File: src/design/afd_pkg.sv
`timescale 1ns / 1ps
// ----------------------------------------------------------------------------
// Fall detector package
// Widths, reset values, register indexes and the types shared between the
// sequencer and the top level.
// ----------------------------------------------------------------------------
package afd_pkg;

    localparam int AXIS_W     = 16;
    localparam int TRIG_W     = 16;
    localparam int WAIT_W     = 8;
    localparam int AVG_W      = 7;
    localparam int LEVEL_W    = 13;
    localparam int MEAN_W     = 13;
    localparam int IDX_W      = 4;
    localparam int CFG_DATA_W = 16;

    localparam int MAX_AVERAGE_DEF = 64;
    localparam int SCALE_INT       = 5000;

    localparam logic [TRIG_W-1:0]  TRIG_RST  = 16'd15000;
    localparam logic [WAIT_W-1:0]  WAIT_RST  = 8'd200;
    localparam logic [AVG_W-1:0]   AVG_RST   = 7'd20;
    localparam logic [LEVEL_W-1:0] LEVEL_RST = 13'd4600;

    localparam logic [IDX_W-1:0] REG_TRIGGER_LEVEL = 4'd0;
    localparam logic [IDX_W-1:0] REG_WAIT_SAMPLES  = 4'd1;
    localparam logic [IDX_W-1:0] REG_AVERAGE_COUNT = 4'd2;
    localparam logic [IDX_W-1:0] REG_FALL_LEVEL    = 4'd3;

    localparam int UNIT_W     = 20;
    localparam int SQ_W       = 32;
    localparam int ROOT_W     = 16;
    localparam int RATIO_W    = 13;
    localparam int ROOT_STEPS = 16;

    localparam logic [ROOT_W-1:0] SCALE = 16'd5000;

    typedef struct packed {
        logic [TRIG_W-1:0]  trigger_level;
        logic [WAIT_W-1:0]  wait_samples;
        logic [AVG_W-1:0]   average_count;
        logic [LEVEL_W-1:0] fall_level;
    } cfg_t;

    typedef struct packed {
        logic              fall_detected;
        logic              evaluated;
        logic [MEAN_W-1:0] mean_sine;
        logic              armed;
    } res_t;

endpackage

File: src/design/afd_csub.sv
`timescale 1ns / 1ps
// ----------------------------------------------------------------------------
// Fall detector conditional subtractor
// Shared trial subtract and compare used by every root and division step.
// ----------------------------------------------------------------------------
module afd_csub (
    input  logic [afd_pkg::UNIT_W-1:0] minuend,
    input  logic [afd_pkg::UNIT_W-1:0] subtrahend,
    output logic [afd_pkg::UNIT_W-1:0] diff,
    output logic                       ge
);

    logic borrow;

    assign {borrow, diff} = {1'b0, minuend} - {1'b0, subtrahend};
    assign ge = ~borrow;

endmodule

File: src/design/afd_seq.sv
`timescale 1ns / 1ps
// ----------------------------------------------------------------------------
// Fall detector sequencer
// Squares the axes on one multiplier, takes both roots and both quotients
// one digit a cycle on the shared subtractor, and keeps the detector state.
// ----------------------------------------------------------------------------
module afd_seq #(
    parameter int MAX_AVERAGE = afd_pkg::MAX_AVERAGE_DEF
) (
    input  logic                              clk,
    input  logic                              rst_n,
    input  logic                              start,
    input  logic signed [afd_pkg::AXIS_W-1:0] accel_x,
    input  logic signed [afd_pkg::AXIS_W-1:0] accel_y,
    input  logic signed [afd_pkg::AXIS_W-1:0] accel_z,
    input  afd_pkg::cfg_t                     cfg,
    output logic                              busy,
    output logic                              res_valid,
    input  logic                              res_take,
    output afd_pkg::res_t                     res
);

    localparam int SQ_W      = afd_pkg::SQ_W;
    localparam int UNIT_W    = afd_pkg::UNIT_W;
    localparam int ROOT_W    = afd_pkg::ROOT_W;
    localparam int RATIO_W   = afd_pkg::RATIO_W;
    localparam int SUM_W     = $clog2(MAX_AVERAGE * afd_pkg::SCALE_INT + 1);
    localparam int ACC_W     = (SUM_W > ROOT_W) ? SUM_W : ROOT_W;
    localparam int STEP_W    = $clog2(ACC_W + 1);
    localparam int SUM_SHIFT = SQ_W - SUM_W;
    localparam int RATIO_SHIFT = SQ_W - RATIO_W;
    localparam logic [8:0] MAX_LIM = 9'(MAX_AVERAGE);

    localparam logic [3:0] S_IDLE   = 4'd0;
    localparam logic [3:0] S_SQR    = 4'd1;
    localparam logic [3:0] S_RT_MAG = 4'd2;
    localparam logic [3:0] S_RT_YZ  = 4'd3;
    localparam logic [3:0] S_SCALE  = 4'd4;
    localparam logic [3:0] S_DIV_R  = 4'd5;
    localparam logic [3:0] S_UPDATE = 4'd6;
    localparam logic [3:0] S_DIV_M  = 4'd7;
    localparam logic [3:0] S_DONE   = 4'd8;

    logic [3:0]        state_reg;
    logic [STEP_W-1:0] step_reg;
    logic              armed_reg;
    logic [afd_pkg::WAIT_W-1:0] wait_reg;
    logic [afd_pkg::AVG_W-1:0]  cnt_reg;
    logic [SUM_W-1:0]  sum_reg;
    logic              fall_reg;

    logic [ROOT_W-1:0] ax_reg;
    logic [ROOT_W-1:0] ay_reg;
    logic [ROOT_W-1:0] az_reg;
    logic [SQ_W-1:0]   sumsq_reg;
    logic [SQ_W-1:0]   yz_reg;
    logic [SQ_W-1:0]   num_reg;
    logic [UNIT_W-1:0] rem_reg;
    logic [ACC_W-1:0]  q_reg;
    logic [ROOT_W-1:0] mag_reg;
    logic [ROOT_W-1:0] rtyz_reg;
    logic [RATIO_W-1:0] ratio_reg;
    logic [afd_pkg::AVG_W-1:0] avg_reg;
    afd_pkg::res_t     res_reg;

    logic [ROOT_W-1:0] ax_abs;
    logic [ROOT_W-1:0] ay_abs;
    logic [ROOT_W-1:0] az_abs;
    logic [ROOT_W-1:0] sq_sel;
    logic [ROOT_W-1:0] mul_a;
    logic [ROOT_W-1:0] mul_b;
    logic [SQ_W-1:0]   prod;

    logic              is_root;
    logic [UNIT_W-1:0] rem_sh;
    logic [UNIT_W-1:0] sub_b;
    logic [UNIT_W-1:0] diff;
    logic              ge;
    logic [UNIT_W-1:0] rem_new;
    logic [ACC_W-1:0]  q_shift;
    logic              last_step;

    logic              arm;
    logic [afd_pkg::WAIT_W-1:0] wait_lim;
    logic [afd_pkg::WAIT_W-1:0] wait_inc;
    logic              sampling;
    logic [afd_pkg::AVG_W-1:0]  avg_lim;
    logic [SUM_W-1:0]  sum_inc;
    logic [afd_pkg::AVG_W-1:0]  cnt_inc;
    logic              decide;

    assign ax_abs = accel_x[afd_pkg::AXIS_W-1] ? (~accel_x + 16'd1) : accel_x;
    assign ay_abs = accel_y[afd_pkg::AXIS_W-1] ? (~accel_y + 16'd1) : accel_y;
    assign az_abs = accel_z[afd_pkg::AXIS_W-1] ? (~accel_z + 16'd1) : accel_z;

    // shared multiplier: axis squares, then the sine scaling
    always_comb
    begin
        if (step_reg == STEP_W'(0))
        begin
            sq_sel = ax_reg;
        end
        else if (step_reg == STEP_W'(1))
        begin
            sq_sel = ay_reg;
        end
        else
        begin
            sq_sel = az_reg;
        end
        mul_a = (state_reg == S_SCALE) ? afd_pkg::SCALE : sq_sel;
        mul_b = (state_reg == S_SCALE) ? rtyz_reg : sq_sel;
    end

    assign prod = 32'(mul_a) * 32'(mul_b);

    // operand selection for the shared subtractor
    always_comb
    begin
        is_root = (state_reg == S_RT_MAG) || (state_reg == S_RT_YZ);
        if (is_root)
        begin
            rem_sh = {rem_reg[UNIT_W-3:0], num_reg[SQ_W-1 -: 2]};
            sub_b  = UNIT_W'({q_reg[ROOT_W-1:0], 2'b01});
        end
        else
        begin
            rem_sh = {rem_reg[UNIT_W-2:0], num_reg[SQ_W-1]};
            sub_b  = (state_reg == S_DIV_M) ? UNIT_W'(avg_reg) : UNIT_W'(mag_reg);
        end
    end

    afd_csub u_csub (
        .minuend    (rem_sh),
        .subtrahend (sub_b),
        .diff       (diff),
        .ge         (ge)
    );

    assign rem_new = ge ? diff : rem_sh;
    assign q_shift = {q_reg[ACC_W-2:0], ge};

    always_comb
    begin
        unique case (state_reg)
            S_SQR:             last_step = (step_reg == STEP_W'(2));
            S_RT_MAG, S_RT_YZ: last_step = (step_reg == STEP_W'(afd_pkg::ROOT_STEPS - 1));
            S_DIV_R:           last_step = (step_reg == STEP_W'(RATIO_W - 1));
            S_DIV_M:           last_step = (step_reg == STEP_W'(SUM_W - 1));
            default:           last_step = 1'b0;
        endcase
    end

    // detector decision for the current sample
    always_comb
    begin
        arm      = armed_reg | (mag_reg > cfg.trigger_level);
        wait_lim = (cfg.wait_samples == '0) ? 8'd1 : cfg.wait_samples;
        wait_inc = (wait_reg < wait_lim) ? (wait_reg + 8'd1) : wait_reg;
        sampling = arm && (wait_inc >= wait_lim);
        if (cfg.average_count == '0)
        begin
            avg_lim = 7'd1;
        end
        else if ({2'b00, cfg.average_count} > MAX_LIM)
        begin
            avg_lim = MAX_LIM[afd_pkg::AVG_W-1:0];
        end
        else
        begin
            avg_lim = cfg.average_count;
        end
        sum_inc = sum_reg + SUM_W'(ratio_reg);
        cnt_inc = cnt_reg + 7'd1;
        decide  = sampling && (cnt_inc >= avg_lim);
    end

    always_ff @(posedge clk or negedge rst_n)
    begin
        if (!rst_n)
        begin
            state_reg <= S_IDLE;
            step_reg  <= '0;
            armed_reg <= 1'b0;
            wait_reg  <= '0;
            cnt_reg   <= '0;
            sum_reg   <= '0;
            fall_reg  <= 1'b0;
        end
        else
        begin
            unique case (state_reg)
                S_IDLE:
                begin
                    if (start)
                    begin
                        state_reg <= S_SQR;
                        step_reg  <= '0;
                    end
                end
                S_SQR, S_RT_MAG, S_RT_YZ:
                begin
                    if (last_step)
                    begin
                        step_reg <= '0;
                        if (state_reg == S_SQR)
                        begin
                            state_reg <= S_RT_MAG;
                        end
                        else if (state_reg == S_RT_MAG)
                        begin
                            state_reg <= S_RT_YZ;
                        end
                        else
                        begin
                            state_reg <= S_SCALE;
                        end
                    end
                    else
                    begin
                        step_reg <= step_reg + STEP_W'(1);
                    end
                end
                S_SCALE:
                begin
                    step_reg  <= '0;
                    state_reg <= (mag_reg == '0) ? S_UPDATE : S_DIV_R;
                end
                S_DIV_R:
                begin
                    if (last_step)
                    begin
                        step_reg  <= '0;
                        state_reg <= S_UPDATE;
                    end
                    else
                    begin
                        step_reg <= step_reg + STEP_W'(1);
                    end
                end
                S_UPDATE:
                begin
                    step_reg <= '0;
                    if (decide)
                    begin
                        armed_reg <= 1'b0;
                        wait_reg  <= '0;
                        cnt_reg   <= '0;
                        sum_reg   <= '0;
                        state_reg <= S_DIV_M;
                    end
                    else
                    begin
                        armed_reg <= arm;
                        if (arm)
                        begin
                            wait_reg <= wait_inc;
                        end
                        if (sampling)
                        begin
                            sum_reg <= sum_inc;
                            cnt_reg <= cnt_inc;
                        end
                        state_reg <= S_DONE;
                    end
                end
                S_DIV_M:
                begin
                    if (last_step)
                    begin
                        fall_reg  <= (q_shift > ACC_W'(cfg.fall_level));
                        state_reg <= S_DONE;
                    end
                    else
                    begin
                        step_reg <= step_reg + STEP_W'(1);
                    end
                end
                S_DONE:
                begin
                    if (res_take)
                    begin
                        state_reg <= S_IDLE;
                    end
                end
                default:
                begin
                    state_reg <= S_IDLE;
                end
            endcase
        end
    end

    always_ff @(posedge clk)
    begin
        case (state_reg)
            S_IDLE:
            begin
                if (start)
                begin
                    ax_reg <= ax_abs;
                    ay_reg <= ay_abs;
                    az_reg <= az_abs;
                end
            end
            S_SQR:
            begin
                if (step_reg == STEP_W'(0))
                begin
                    sumsq_reg <= prod;
                end
                else if (step_reg == STEP_W'(1))
                begin
                    sumsq_reg <= sumsq_reg + prod;
                    yz_reg    <= prod;
                end
                else
                begin
                    yz_reg  <= yz_reg + prod;
                    num_reg <= sumsq_reg + prod;
                    rem_reg <= '0;
                    q_reg   <= '0;
                end
            end
            S_RT_MAG, S_RT_YZ:
            begin
                if (last_step)
                begin
                    if (state_reg == S_RT_MAG)
                    begin
                        mag_reg <= q_shift[ROOT_W-1:0];
                    end
                    else
                    begin
                        rtyz_reg <= q_shift[ROOT_W-1:0];
                    end
                    num_reg <= yz_reg;
                    rem_reg <= '0;
                    q_reg   <= '0;
                end
                else
                begin
                    num_reg <= num_reg << 2;
                    rem_reg <= rem_new;
                    q_reg   <= q_shift;
                end
            end
            S_SCALE:
            begin
                rem_reg   <= UNIT_W'(prod >> RATIO_W);
                num_reg   <= prod << RATIO_SHIFT;
                q_reg     <= '0;
                ratio_reg <= '0;
            end
            S_DIV_R, S_DIV_M:
            begin
                num_reg <= num_reg << 1;
                rem_reg <= rem_new;
                q_reg   <= q_shift;
                if (last_step)
                begin
                    if (state_reg == S_DIV_R)
                    begin
                        ratio_reg <= q_shift[RATIO_W-1:0];
                    end
                    else
                    begin
                        res_reg.fall_detected <= (q_shift > ACC_W'(cfg.fall_level));
                        res_reg.evaluated     <= 1'b1;
                        res_reg.mean_sine     <= q_shift[afd_pkg::MEAN_W-1:0];
                        res_reg.armed         <= 1'b0;
                    end
                end
            end
            S_UPDATE:
            begin
                avg_reg <= avg_lim;
                num_reg <= SQ_W'(sum_inc) << SUM_SHIFT;
                rem_reg <= '0;
                q_reg   <= '0;
                res_reg.fall_detected <= fall_reg;
                res_reg.evaluated     <= 1'b0;
                res_reg.mean_sine     <= '0;
                res_reg.armed         <= arm;
            end
            default:
            begin
            end
        endcase
    end

    assign busy      = (state_reg != S_IDLE);
    assign res_valid = (state_reg == S_DONE);
    assign res       = res_reg;

endmodule

File: src/design/accelerometer_fall_detector_unit.sv
`timescale 1ns / 1ps
// ----------------------------------------------------------------------------
// Accelerometer fall detector
// One sample per transaction in, one status transaction out per sample.
// ----------------------------------------------------------------------------
// Each sample passes through squaring of the three axes on the one multiplier,
// the magnitude root, the root of the y and z squares, the sine scaling, the
// scaled sine quotient (skipped when the magnitude is zero) and the detector
// update; a sample that closes an average also takes the mean quotient over
// the ratio sum (19 bits wide at the default MAX_AVERAGE of 64). The single
// shared subtractor takes both square roots and both quotients one digit a
// cycle. in_stall stays high while a sample is in work; a finished result
// waits in the output register and the next sample may enter behind it.
// cfg_ready is always high; write registers only while the block is idle.
module accelerometer_fall_detector_unit #(
    parameter int MAX_AVERAGE = afd_pkg::MAX_AVERAGE_DEF
) (
    input  logic                                  clk,
    input  logic                                  rst_n,
    input  logic                                  in_valid,
    output logic                                  in_stall,
    input  logic signed [afd_pkg::AXIS_W-1:0]     accel_x,
    input  logic signed [afd_pkg::AXIS_W-1:0]     accel_y,
    input  logic signed [afd_pkg::AXIS_W-1:0]     accel_z,
    output logic                                  out_valid,
    input  logic                                  out_stall,
    output logic                                  fall_detected,
    output logic                                  evaluated,
    output logic [afd_pkg::MEAN_W-1:0]            mean_sine,
    output logic                                  armed,
    input  logic                                  cfg_valid,
    output logic                                  cfg_ready,
    input  logic [afd_pkg::IDX_W-1:0]             cfg_index,
    input  logic [afd_pkg::CFG_DATA_W-1:0]        cfg_data
);

    afd_pkg::cfg_t cfg_reg;
    afd_pkg::res_t seq_res;
    afd_pkg::res_t out_res_reg;
    logic          out_valid_reg;
    logic          busy;
    logic          start;
    logic          res_valid;
    logic          res_take;

    assign cfg_ready = 1'b1;
    assign in_stall  = busy;
    assign start     = in_valid & ~busy;
    assign res_take  = res_valid & (~out_valid_reg | ~out_stall);

    always_ff @(posedge clk or negedge rst_n)
    begin
        if (!rst_n)
        begin
            cfg_reg.trigger_level <= afd_pkg::TRIG_RST;
            cfg_reg.wait_samples  <= afd_pkg::WAIT_RST;
            cfg_reg.average_count <= afd_pkg::AVG_RST;
            cfg_reg.fall_level    <= afd_pkg::LEVEL_RST;
        end
        else if (cfg_valid && cfg_ready)
        begin
            unique case (cfg_index)
                afd_pkg::REG_TRIGGER_LEVEL:
                    cfg_reg.trigger_level <= cfg_data[afd_pkg::TRIG_W-1:0];
                afd_pkg::REG_WAIT_SAMPLES:
                    cfg_reg.wait_samples <= cfg_data[afd_pkg::WAIT_W-1:0];
                afd_pkg::REG_AVERAGE_COUNT:
                    cfg_reg.average_count <= cfg_data[afd_pkg::AVG_W-1:0];
                afd_pkg::REG_FALL_LEVEL:
                    cfg_reg.fall_level <= cfg_data[afd_pkg::LEVEL_W-1:0];
                default:
                begin
                end
            endcase
        end
    end

    afd_seq #(
        .MAX_AVERAGE (MAX_AVERAGE)
    ) u_seq (
        .clk       (clk),
        .rst_n     (rst_n),
        .start     (start),
        .accel_x   (accel_x),
        .accel_y   (accel_y),
        .accel_z   (accel_z),
        .cfg       (cfg_reg),
        .busy      (busy),
        .res_valid (res_valid),
        .res_take  (res_take),
        .res       (seq_res)
    );

    // hold the result until the downstream side takes it
    always_ff @(posedge clk or negedge rst_n)
    begin
        if (!rst_n)
        begin
            out_valid_reg <= 1'b0;
        end
        else if (res_take)
        begin
            out_valid_reg <= 1'b1;
        end
        else if (!out_stall)
        begin
            out_valid_reg <= 1'b0;
        end
    end

    always_ff @(posedge clk)
    begin
        if (res_take)
        begin
            out_res_reg <= seq_res;
        end
    end

    assign out_valid     = out_valid_reg;
    assign fall_detected = out_res_reg.fall_detected;
    assign evaluated     = out_res_reg.evaluated;
    assign mean_sine     = out_res_reg.mean_sine;
    assign armed         = out_res_reg.armed;

endmodule

File: config.mk
export PLATFORM = sky130hd
export DESIGN_NAME = accelerometer_fall_detector_unit
export DESIGN_NICKNAME = d
export VERILOG_FILES = /design/src/design/afd_pkg.sv /design/src/design/afd_csub.sv /design/src/design/afd_seq.sv /design/src/design/accelerometer_fall_detector_unit.sv
export SDC_FILE = /design/constraint.sdc
export NUM_CORES = 1
export LEC_CHECK = 0
export BUFFER_PORTS_ARGS = -buffer_cell sky130_fd_sc_hd__buf_2
export CORE_ASPECT_RATIO = 1.25
export CORE_MARGIN = 4
export CORE_UTILIZATION = 45
export DETAILED_ROUTE_END_ITERATION = 16
export GPL_TIMING_DRIVEN = 1
export MAX_ROUTING_LAYER = met4
export PLACE_DENSITY = 0.72
export SYNTH_ARGS = -nofsm -noshare
export SYNTH_HDL_FRONTEND = slang
export SYNTH_SLANG_ARGS = --single-unit
File: constraint.sdc
create_clock -name clk -period 16.66 [get_ports clk]
set_input_delay 1.666 -clock clk [delete_from_list [all_inputs] [get_ports clk]]
set_output_delay 1.666 -clock clk [all_outputs]
set_load 0.02 [all_outputs]
==> qor.yml <==
antenna_found_initial: 0
worstPathArrival_ns: 11.86
rsz0062_at_grt: "no"
hp-start: "u_seq.res[2]$_SDFFCE_PP0P_"
netlist_top_cells_area: "edfxtp_1, fa_1, ha_1"
grt_pass1_wl_mm: 134.8
max-slew-margin-rel: 0.1865
start_kind: "flip-flop"
crit_fanout: 54
synthSimpleGateAreaFrac: 0.1553
hold_violations: 0
setup_viol: 0
clk_pin_slew_worst_paths_ns: 0.07
grt_overflow_total: 0
grt_usage: 0.2398
synth_top_cell_area_share: 0.2593
num_vias: 24310
final_nets: 3866
worstHoldPathType: "flip-flop to flip-flop"
largest_reg_flops: 44
drt_wl_total_mm: 85.22
min_to: "mean_sine[1]$_DFFE_PP_"
status: "complete, no violations"
drv_slew: 0
worstSkewPairLatency_ns: 0.56
h-tree-depth: 2
syn_area_per_cell_um2: 9.390
synth-compound-area-share: 0.1493
worstMarginPinSlew_ns: 1.209
synth_top_family_by_area: "adder cells"
synthXorXnorAreaFrac: 0.04223
hpwlAfterDp_mm: 65.64
cts_tree: "yes"
fmax_ghz: 0.08654
synth-main-ff-cell: "edfxtp_1"
muxShareOfSynthArea: 0.02030
cp_common_cell: "inv_1"
num_rows: 106
vias_per_cell: 5.761
ioPinCount: 92
yosysSeqAreaShare: 0.3334
wl_per_cell_um: 20.20
ctsResizeCount: 0
async_flop_share: 0.2535
drive_gt1_frac: 0.09178
regToRegEndpoint: "u_seq.num_reg[31]$_DFFE_PP_"
grt_pass1_vias: 24740
synth_cells: 3269
die_w_um: 241.6
period_needed_ns: 11.56
synth-edff-count: 265
routabilityCongestion: 1.007
yosys.area.top_type: "edfxtp_1"
ys_ff_latch: 355
synth.distinct_cells: 102
cts-buffers-inserted: 36
final.setup.tns_ns: 0
ant_nets: 0
rrSetupSlack_ns: 5.11
slowest_stage: "nor2_1"
root_buffer: "clkbuf_16"
area_delta_synth_final_pct: 9.217
n_antenna_cell: 0
dr.pass1.iters: 6
grt_max_degree: 69
drt_iter0_drc: 1897
drc: 0
io_buffers: 90
fin_crit_sh: 0.6936
path_class: "flip-flop to flip-flop"
reg2reg_depth: 39
r2r_start: "u_seq.step_reg[2]$_DFFE_PN0P_"
ys_warn_count: 0
syn_area_um2: 30690
core_um2: 67240
synthAdderAreaFrac: 0.2369
slowest_delay_ns: 0.87
clock_path_buffers: 3
cts.sinks: 355
holdPathStages: 0
worstPathRequired_ns: 16.97
postCtsSetupRepairBufs: 0
initial_core_util: 0.4565
die_area_um2: 72480
postCtsHoldBufs: 0
cap_violations: 0
die_h_um: 300.0
skew_ns: 0.03202
end_kind: "flip-flop"
-- Yosys cell counts (all sizes together), types with 8 or more instances --
library cell and count:
o21a 39, nor4 15, mux2 26, inv 370
o31ai 23, o221ai 8, a211oi 33, nand2 467
o22ai 15, dfrtp 71, edfxtp 265, a31oi 9
nand4 12, or4 8, o41ai 9, o211ai 13
nand2b 27, a211o 10, or3 13, a22o 12
o21ai 179, a221oi 12, nor3b 8, nor2b 38
a31o 9, xor2 41, and3 43, xnor2 107
nor2 265, a21o 49, nor3 48, ha 266
mux2i 33, clkbuf 88, a21oi 202, nand3 54
dfstp 19, fa 197, buf 26, and2 31
o21bai 9
-- cell usage in the layout (no fill, tap or decap), drive strengths merged, types with 19 or more instances in the layout --
cell type and n:
o21a 39, ha 266, mux2 26, a211oi 33, nand3 54, a21oi 202, nand2b 27, nor2b 38
edfxtp 265, xor2 41, and2 31, o21ai 179, dfstp 19, and3 43, buf 133, dfrtp 71
clkbuf 36, nor2 265, nand2 467, fa 197, mux2i 33, inv 373, o31ai 23, nor3 48
a21o 49, xnor2 107
-- through the flow --
| step | hold slack (ns) | cell area [um^2] | util | setup WS (ns) | instances |
|---|---|---|---|---|---|
| after CTS | 0.4147 | 33520 | 0.4985 | 5.213 | 4220 |
| after detailed placement | 0.4054 | 32160 | 0.4783 | 5.293 | 4156 |
| after global routing | 0.4281 | 33520 | 0.4985 | 4.165 | 4220 |
| after global placement | 0.4024 | 32160 | 0.4783 | 5.223 | 4156 |
| final | 0.4144 | 33520 | 0.4985 | 5.105 | 4220 |
| after floorplan | 0.4003 | 30710 | - | 7.403 | 3273 |
-- worst max path at each step --
stage | from | slack [ns] | end
5_1_grt | u_seq.step_reg[2]$_DFFE_PN0P_ | 4.17 | u_seq.num_reg[31]$_DFFE_PP_
4_1_cts | u_seq.step_reg[2]$_DFFE_PN0P_ | 5.21 | u_seq.num_reg[31]$_DFFE_PP_
2_1_floorplan | u_seq.step_reg[3]$_DFFE_PN0P_ | 7.40 | u_seq.num_reg[31]$_DFFE_PP_
6_report | u_seq.step_reg[2]$_DFFE_PN0P_ | 5.11 | u_seq.num_reg[31]$_DFFE_PP_
3_3_place_gp | u_seq.step_reg[2]$_DFFE_PN0P_ | 5.22 | u_seq.num_reg[31]$_DFFE_PP_
3_5_place_dp | u_seq.step_reg[2]$_DFFE_PN0P_ | 5.29 | u_seq.num_reg[31]$_DFFE_PP_
-- kinds of logic after synthesis --
family | after synthesis
multiplexers | 59
flip-flops | 355
adder cells (fa/ha/maj) | 463
XOR/XNOR | 148
other | 2
AO/OA/AOI/OAI | 695
AND/OR/NAND/NOR | 1059
buffers and inverters | 488
-- critical path: cells and delay by family, from the launching register on --
kind / cells / cell delay (ns)
adder cells (fa/ha/maj): 8 / 3.87
buffers and inverters: 8 / 1.37
AO/OA/AOI/OAI: 12 / 1.92
XOR/XNOR: 2 / 0.81
AND/OR/NAND/NOR: 9 / 2.84
flip-flops: 1 / 0.44
-- area by class of cell --
type / instances / area, um^2
clock inverters: 28 / 457.9
well taps: 864 / 1081
flip-flops and latches: 355 / 10230
repair buffers: 133 / 775.7
multi-input cells: 2430 / 18670
clock buffers: 36 / 900.9
fillers: 6117 / 33720
inverters: 374 / 1404
-- routing by layer --
layer | global-route usage | wire (um)
met1 | 0.2797 | 32850
met2 | 0.4065 | 41450
met3 | 0.02747 | 5062
met4 | 0.1338 | 5860
met5 | - | 0
Power is left out: the tool's default activity adds up to more than one toggle a clock period on the data nets, which glitch-free logic cannot reach.
